[config.mk]
export PLATFORM = sky130hd
export DESIGN_NAME = pfa_cell
export DESIGN_NICKNAME = d
export VERILOG_FILES = /design/src/rtl/pfa_pkg.sv /design/src/rtl/pfa_cell.sv
export SDC_FILE = /design/constraint.sdc
export NUM_CORES = 1
export LEC_CHECK = 0
export BUFFER_PORTS_ARGS = -buffer_cell sky130_fd_sc_hd__buf_2
export CAP_MARGIN = 20
export CORE_MARGIN = 5
export CORE_UTILIZATION = 39
export DETAILED_ROUTE_END_ITERATION = 12
export PLACE_DENSITY = 0.68
export SLEW_MARGIN = 20
export SYNTH_ARGS = -nofsm -noshare
export SYNTH_HDL_FRONTEND = slang
export SYNTH_SLANG_ARGS = --single-unit
[constraint.sdc]
create_clock -name clk -period 2.2 [get_ports clk]
set_input_delay 0.22 -clock clk [delete_from_list [all_inputs] [get_ports clk]]
set_output_delay 0.22 -clock clk [all_outputs]
set_load 0.03 [all_outputs]
[src/rtl/pfa_pkg.sv]
// ----------------------------------------------------------------------------
// pfa_pkg
// Shared types and codes for the page frame allocator.
// ----------------------------------------------------------------------------
package pfa_pkg;

  localparam int PID_W   = 8;
  localparam int SIZE_W  = 23;
  localparam int FS_W    = 17;
  localparam int CNT_W   = 7;
  localparam int CIDX_W  = 8;
  localparam int CDATA_W = 17;

  localparam logic CMD_ALLOC = 1'b0;
  localparam logic CMD_FREE  = 1'b1;

  localparam logic [CIDX_W-1:0] REG_FRAME_SIZE    = 8'd0;
  localparam logic [CIDX_W-1:0] REG_FRAMES_IN_USE = 8'd1;

  // Operation wave passed from cell to cell.
  typedef struct packed {
    logic              vld;
    logic              cmd;
    logic [PID_W-1:0]  pid;
    logic [SIZE_W-1:0] rem;   // allocation units still to cover
    logic [CNT_W-1:0]  fcnt;  // free managed frames seen so far
  } wave_t;

  typedef enum logic [1:0] {
    S_IDLE,
    S_CHECK,
    S_WALK,
    S_PUSH
  } state_t;

endpackage

[src/rtl/pfa_cell.sv]
// ----------------------------------------------------------------------------
// pfa_cell
// One frame of the table: taken mark, owner, and one stage of the op wave.
// ----------------------------------------------------------------------------
module pfa_cell
  import pfa_pkg::*;
#(
  parameter int IDX   = 0,
  parameter int OWN_W = 8
) (
  input  logic             clk,
  input  logic             rst_n,
  input  logic             clr,
  input  logic [CNT_W-1:0] n_managed,
  input  logic [FS_W-1:0]  fs,
  input  wave_t            wave_i,
  output wave_t            wave_o
);

  logic             taken_r, taken_nxt;
  logic [OWN_W-1:0] owner_r, owner_nxt;
  wave_t            wave_r, wave_nxt;
  logic             managed, take, rel;
  logic [OWN_W-1:0] pid_m;
  logic [SIZE_W-1:0] fs_ext;

  always_comb begin
    managed = (IDX < int'(n_managed));
    pid_m   = wave_i.pid[OWN_W-1:0];
    fs_ext  = {{(SIZE_W-FS_W){1'b0}}, fs};
    take    = wave_i.vld && (wave_i.cmd == CMD_ALLOC) && managed && !taken_r &&
              (wave_i.rem != '0);
    rel     = wave_i.vld && (wave_i.cmd == CMD_FREE) && managed && taken_r &&
              (owner_r == pid_m);

    taken_nxt = taken_r;
    owner_nxt = owner_r;
    if (clr) begin
      taken_nxt = 1'b0;
    end else if (take) begin
      taken_nxt = 1'b1;
      owner_nxt = pid_m;
    end else if (rel) begin
      taken_nxt = 1'b0;
    end

    wave_nxt = wave_i;
    if (take) begin
      wave_nxt.rem = (wave_i.rem > fs_ext) ? (wave_i.rem - fs_ext) : '0;
    end
    wave_nxt.fcnt = wave_i.fcnt + {{(CNT_W-1){1'b0}}, (managed && !taken_nxt)};
  end

  always_ff @(posedge clk) begin
    if (!rst_n) begin
      taken_r    <= 1'b0;
      wave_r.vld <= 1'b0;
    end else begin
      taken_r    <= taken_nxt;
      wave_r.vld <= wave_nxt.vld;
    end
    owner_r     <= owner_nxt;
    wave_r.cmd  <= wave_nxt.cmd;
    wave_r.pid  <= wave_nxt.pid;
    wave_r.rem  <= wave_nxt.rem;
    wave_r.fcnt <= wave_nxt.fcnt;
  end

  assign wave_o = wave_r;

endmodule

# Word-level counts from Yosys, hierarchy flattened
# Index checks and enable logic that the tools add are counted.
# W data, S select, Z words.
dict set report word_totals {
  reg_bits 49
  in_bits 67
  output_inout_bits 40
  wordCells 32
}
dict set report classes {
  addsub 2
  order_cmp 2
  n_eq_ne 1
  muxes 5
  bitwise 2
  reduce_logical 13
}
# operator n
set op_table {}
lappend op_table {{$mux W23} 2}
lappend op_table {{$gt A23 B17 Y1} 1}
lappend op_table {{$reduce_bool A23 Y1} 1}
lappend op_table {{$sub A23 B17 Y23} 1}
lappend op_table {{$logic_and A1 B1 Y1} 9}
lappend op_table {{$eq A8 B8 Y1} 1}
lappend op_table {{$add A7 B1 Y7} 1}
lappend op_table {{$lt A1 B7 Y1 const A} 1}
lappend op_table {{$mux W1} 3}
lappend op_table {{$logic_not A1 Y1} 2}
lappend op_table {{$not A1 Y1} 2}
lappend op_table {{$reduce_and A2 Y1} 1}

# Logic depth before layout (Yosys ltp)
dict set report logic_depth {
  ltp_word 10
  ltp_mapped 11
}

# Worst setup path before layout
# Ideal clock, no wire load.
dict set report synth_timing {
  kind {input port to flip-flop}
  start {input port wave_i[7] in the netlist's numbering}
  end {register wave_r (netlist bit wave_o[25])}
  arrival_ns 2.200
  required_time_ns 2.079
  slack_ns -0.120
  path_stages 9
  path_buffers 0
  cell_sequence {inv_1 ha_1 fa_1 and2b_4 o2111a_1 o311ai_1 a2111oi_1 a2111oi_0 mux2_2}
}
# element line_no
set synth_lines {}
lappend synth_lines {{from (decl)} pfa_cell.sv:16} ;# input wave_t wave_i,
lappend synth_lines {{to (decl)} pfa_cell.sv:22} ;# wave_t wave_r, wave_nxt;

==> summary.md <==
| Metric | Value |
|---|---|
| Maximum vdd ir drop | 0.000240 V |
| Area after DPL | 3960 sq um |
| Place WS | -0.299 ns |
| Fin nets | 562 |
| P_sw | 813 uW |
| Initial antenna violation count | 0 |
| Die Width | 94.9 um |
| Via density per instance | 5.01 |
| Synth area leader | dfxtp_1 |
| Post-synth EDFFs | 8 |
| Initial DRC Count | 73 |
| DIE HEIGHT | 94.9 um |
| Largest cells by area after synthesis | dfxtp_1 29%, edfxtp_1 8.6%, ha_1 8.5% |
| Endpoints failing setup | 0 |
| RD Place Congestion | 0.911 |
| Status | finished, final reports clean |
| IO Pins | 107 |
| Initial core utilization | 39.4% |
| H-Tree Depth | 2 |
| Port Buf Inserts | 106 |
| Top-count cell post-synth | dfxtp_1 |
| Dpl cells | 567 |
| Seq/Total Area, Yosys | 37.8% |
| Post-Syn Nets | 390 |
| # diodes | 0 |
| Most frequent cells after synthesis | 41 x dfxtp_1, 23 x inv_1, 23 x nand2_1, 19 x ha_1, 16 x a21oi_1 |
| Clock share of power | 23.6% |
| Cell Area, Synth | 2810 sq um |
| Vias | 2882 |
| Clk sinks | 49 |
| Clk Latency, worst-skew pair | 0.30 ns |
| Largest net degree at the start of global routing | 24 |
| Class of the most critical setup path | in2reg |
| Net Sw Frac | 33.9% |
| Share of layout cells above drive strength 1 | 45.0% |
| Asr flop ratio synth | 0% |
| Fillers | 661 |
| CTS clk-pin slew, worst paths | 0.10 ns |
| Die ar. | 9000 sq um |
| Synth top area share | 29.2% |
| Maxcap violations | 0 |
| FMAX | 0.476 GHz |
| Fin. Hold Viols | 0 |
| Yosys reg bits | 49 |
| Final instance area | 4130 sq um |
| Crit start category | input port |
| Initial DRT Pass Iterations | 4 |
| Cells after synthesis | 303 |
| Avg WL per Cell | 14.3 um |
| WP data required | 2.40 ns |
| Element type at the critical path end | flop |
| Area delta synth->final | 46.9% |
| Crit path DAT | 2.29 ns |
| CTS Buf Count | 5 |
| Sequential power share | 41.4% |
| Congestion Overflow GR | 0 |
| Synth warnings | 0 |
| Period utilisation layout | 95.4% |
| Ys flop type | dfxtp_1 |
| Post-synth cell types | 58 |
| Slew Viols, Final | 0 |
| CTS Buffer Depth | 2 |
| Comb power frac | 35.0% |
| Utilization after layout | 57.8% |
| DP Wirelength | 6810 um |
| First-pass GRT wire length | 12800 um |
| Unrepaired setup endpoints after global routing | yes |
| Pwr Density | 581 nW/um^2 |
| Internal power consumption | 1.59 mW |
| Max Clock Skew | 0.00485 ns |
| Clk root buf | clkbuf_8 |
| Vias in the first global route | 2910 |
| Crit-path max FO | 2 |
| Area of the core | 7140 sq um |
| Hold WC Path Type | in2reg |
| Setup ws final | 0.101 ns |
| # rows | 31 |
| Final ANT Viol Nets | 0 |
| TritonCTS clock tree | done |
| Average size of a mapped cell | 9.27 sq um |
| Drt drc | 0 |
| Final Critical Period | 2.10 ns |
| Overall Global Routing Usage | 17.8% |
| Slew HR | 58.9% |
| Cell Count, Final, Fillers Out | 575 |
| Drt total wl | 8220 um |
| Leak | 1.96 nW |
| Least-Margin Pin Slew | 0.615 ns |
==> per-layer routing <==
metal | up-vias | global-route usage, % | share of wire [%]
met5 | - | 0 | 0
met3 | 12 | 2.87 | 7.2
met4 | 0 | 4.81 | 1.6
met1 | 1319 | 21.2 | 42
met2 | 99 | 32.6 | 49
li1 | 1452 | - | -
==> cell families after synthesis <==
kind of cell / Yosys count / synth area share (%)
multiplexers: 6 / 2.41
XOR/XNOR: 25 / 7.80
adder cells (fa/ha/maj): 20 / 9.18
AO/OA/AOI/OAI: 71 / 18.8
buffers and inverters: 35 / 5.61
flip-flops: 49 / 37.8
AND/OR/NAND/NOR: 97 / 18.4
==> area by class of cell <==
cell class                      instances  area [sq um]  area share (%)
Sequential cell                        49          1060            25.7
Clock buffer                            5          68.8            1.67
Tap cell                               99           124            3.00
Inverter                               23          88.8            2.15
Multi-Input combinational cell        219          1690            41.0
Clock inverter                          3          26.3           0.637
Timing Repair Buffer                  177          1060            25.8
==> flip-flops by register name, indices dropped and copies added, names as in the netlist <==
register  count
owner_r       8
wave_o       40
taken_r       1
==> power by group through the flow <==
stage                     logic, mW  clock network (mW)  registers [mW]
after floorplan               0.331                   0            1.15
after global placement        0.806                   0            1.01
after detailed placement      0.815                   0            1.02
after CTS                     0.820               0.588           0.995
after global routing          0.909               0.620            1.00
final                         0.839               0.566           0.994
==> worst max-delay path: stages <==
cell and delay [ns]:
buf_2 0.12, inv_4 0.05, ha_4 0.14, fa_2 0.20
and2b_4 0.18, o2111a_1 0.26, o311ai_2 0.34, a2111oi_4 0.15
a2111oi_2 0.25, mux2_2 0.38
==> final timing paths <==
path / start / end / slack [ns] / depth (start not counted)
min reg2reg: taken_r / taken_r / 0.67 / 3
min: wave_i[30] / wave_o[30] / 0.05 / 1
max: wave_i[7] / wave_o[25] / 0.10 / 10
max reg2reg: taken_r / wave_o[25] / 0.13 / 6
==> layout by cell type, fill, tap and decap left out, types with 6 or more instances in the layout <==
cell type and count:
a21oi_1 14, a22o_1 7, buf_2 106, buf_4 71
dfxtp_1 41, edfxtp_1 8, ha_1 16, inv_1 22
mux2_2 6, nand2_1 23, nand3_1 12, nand4_1 7
nor2_1 9, nor3_1 13, nor4_1 7, o21ai_0 7
o31ai_1 8, xnor2_1 15, xor2_1 10
==> per-stage QoR <==
stage	power (mW)	setup TNS (ns)	hold WS, ns
final	2.40	0	0.0499
after global routing	2.53	-0.0192	0.0357
after CTS	2.40	0	0.0394
after detailed placement	1.83	-4.24	0.364
after global placement	1.82	-3.93	0.360
after floorplan	1.48	0	0.248
==> repair_timing <==
action,CTS,global route
gates resized for setup,0,17
setup buffers,0,0
hold buffers,0,0
endpoints found under the setup margin,1,14
pin swaps,1,7
No activity file was read; power rests on OpenSTA's default activity.
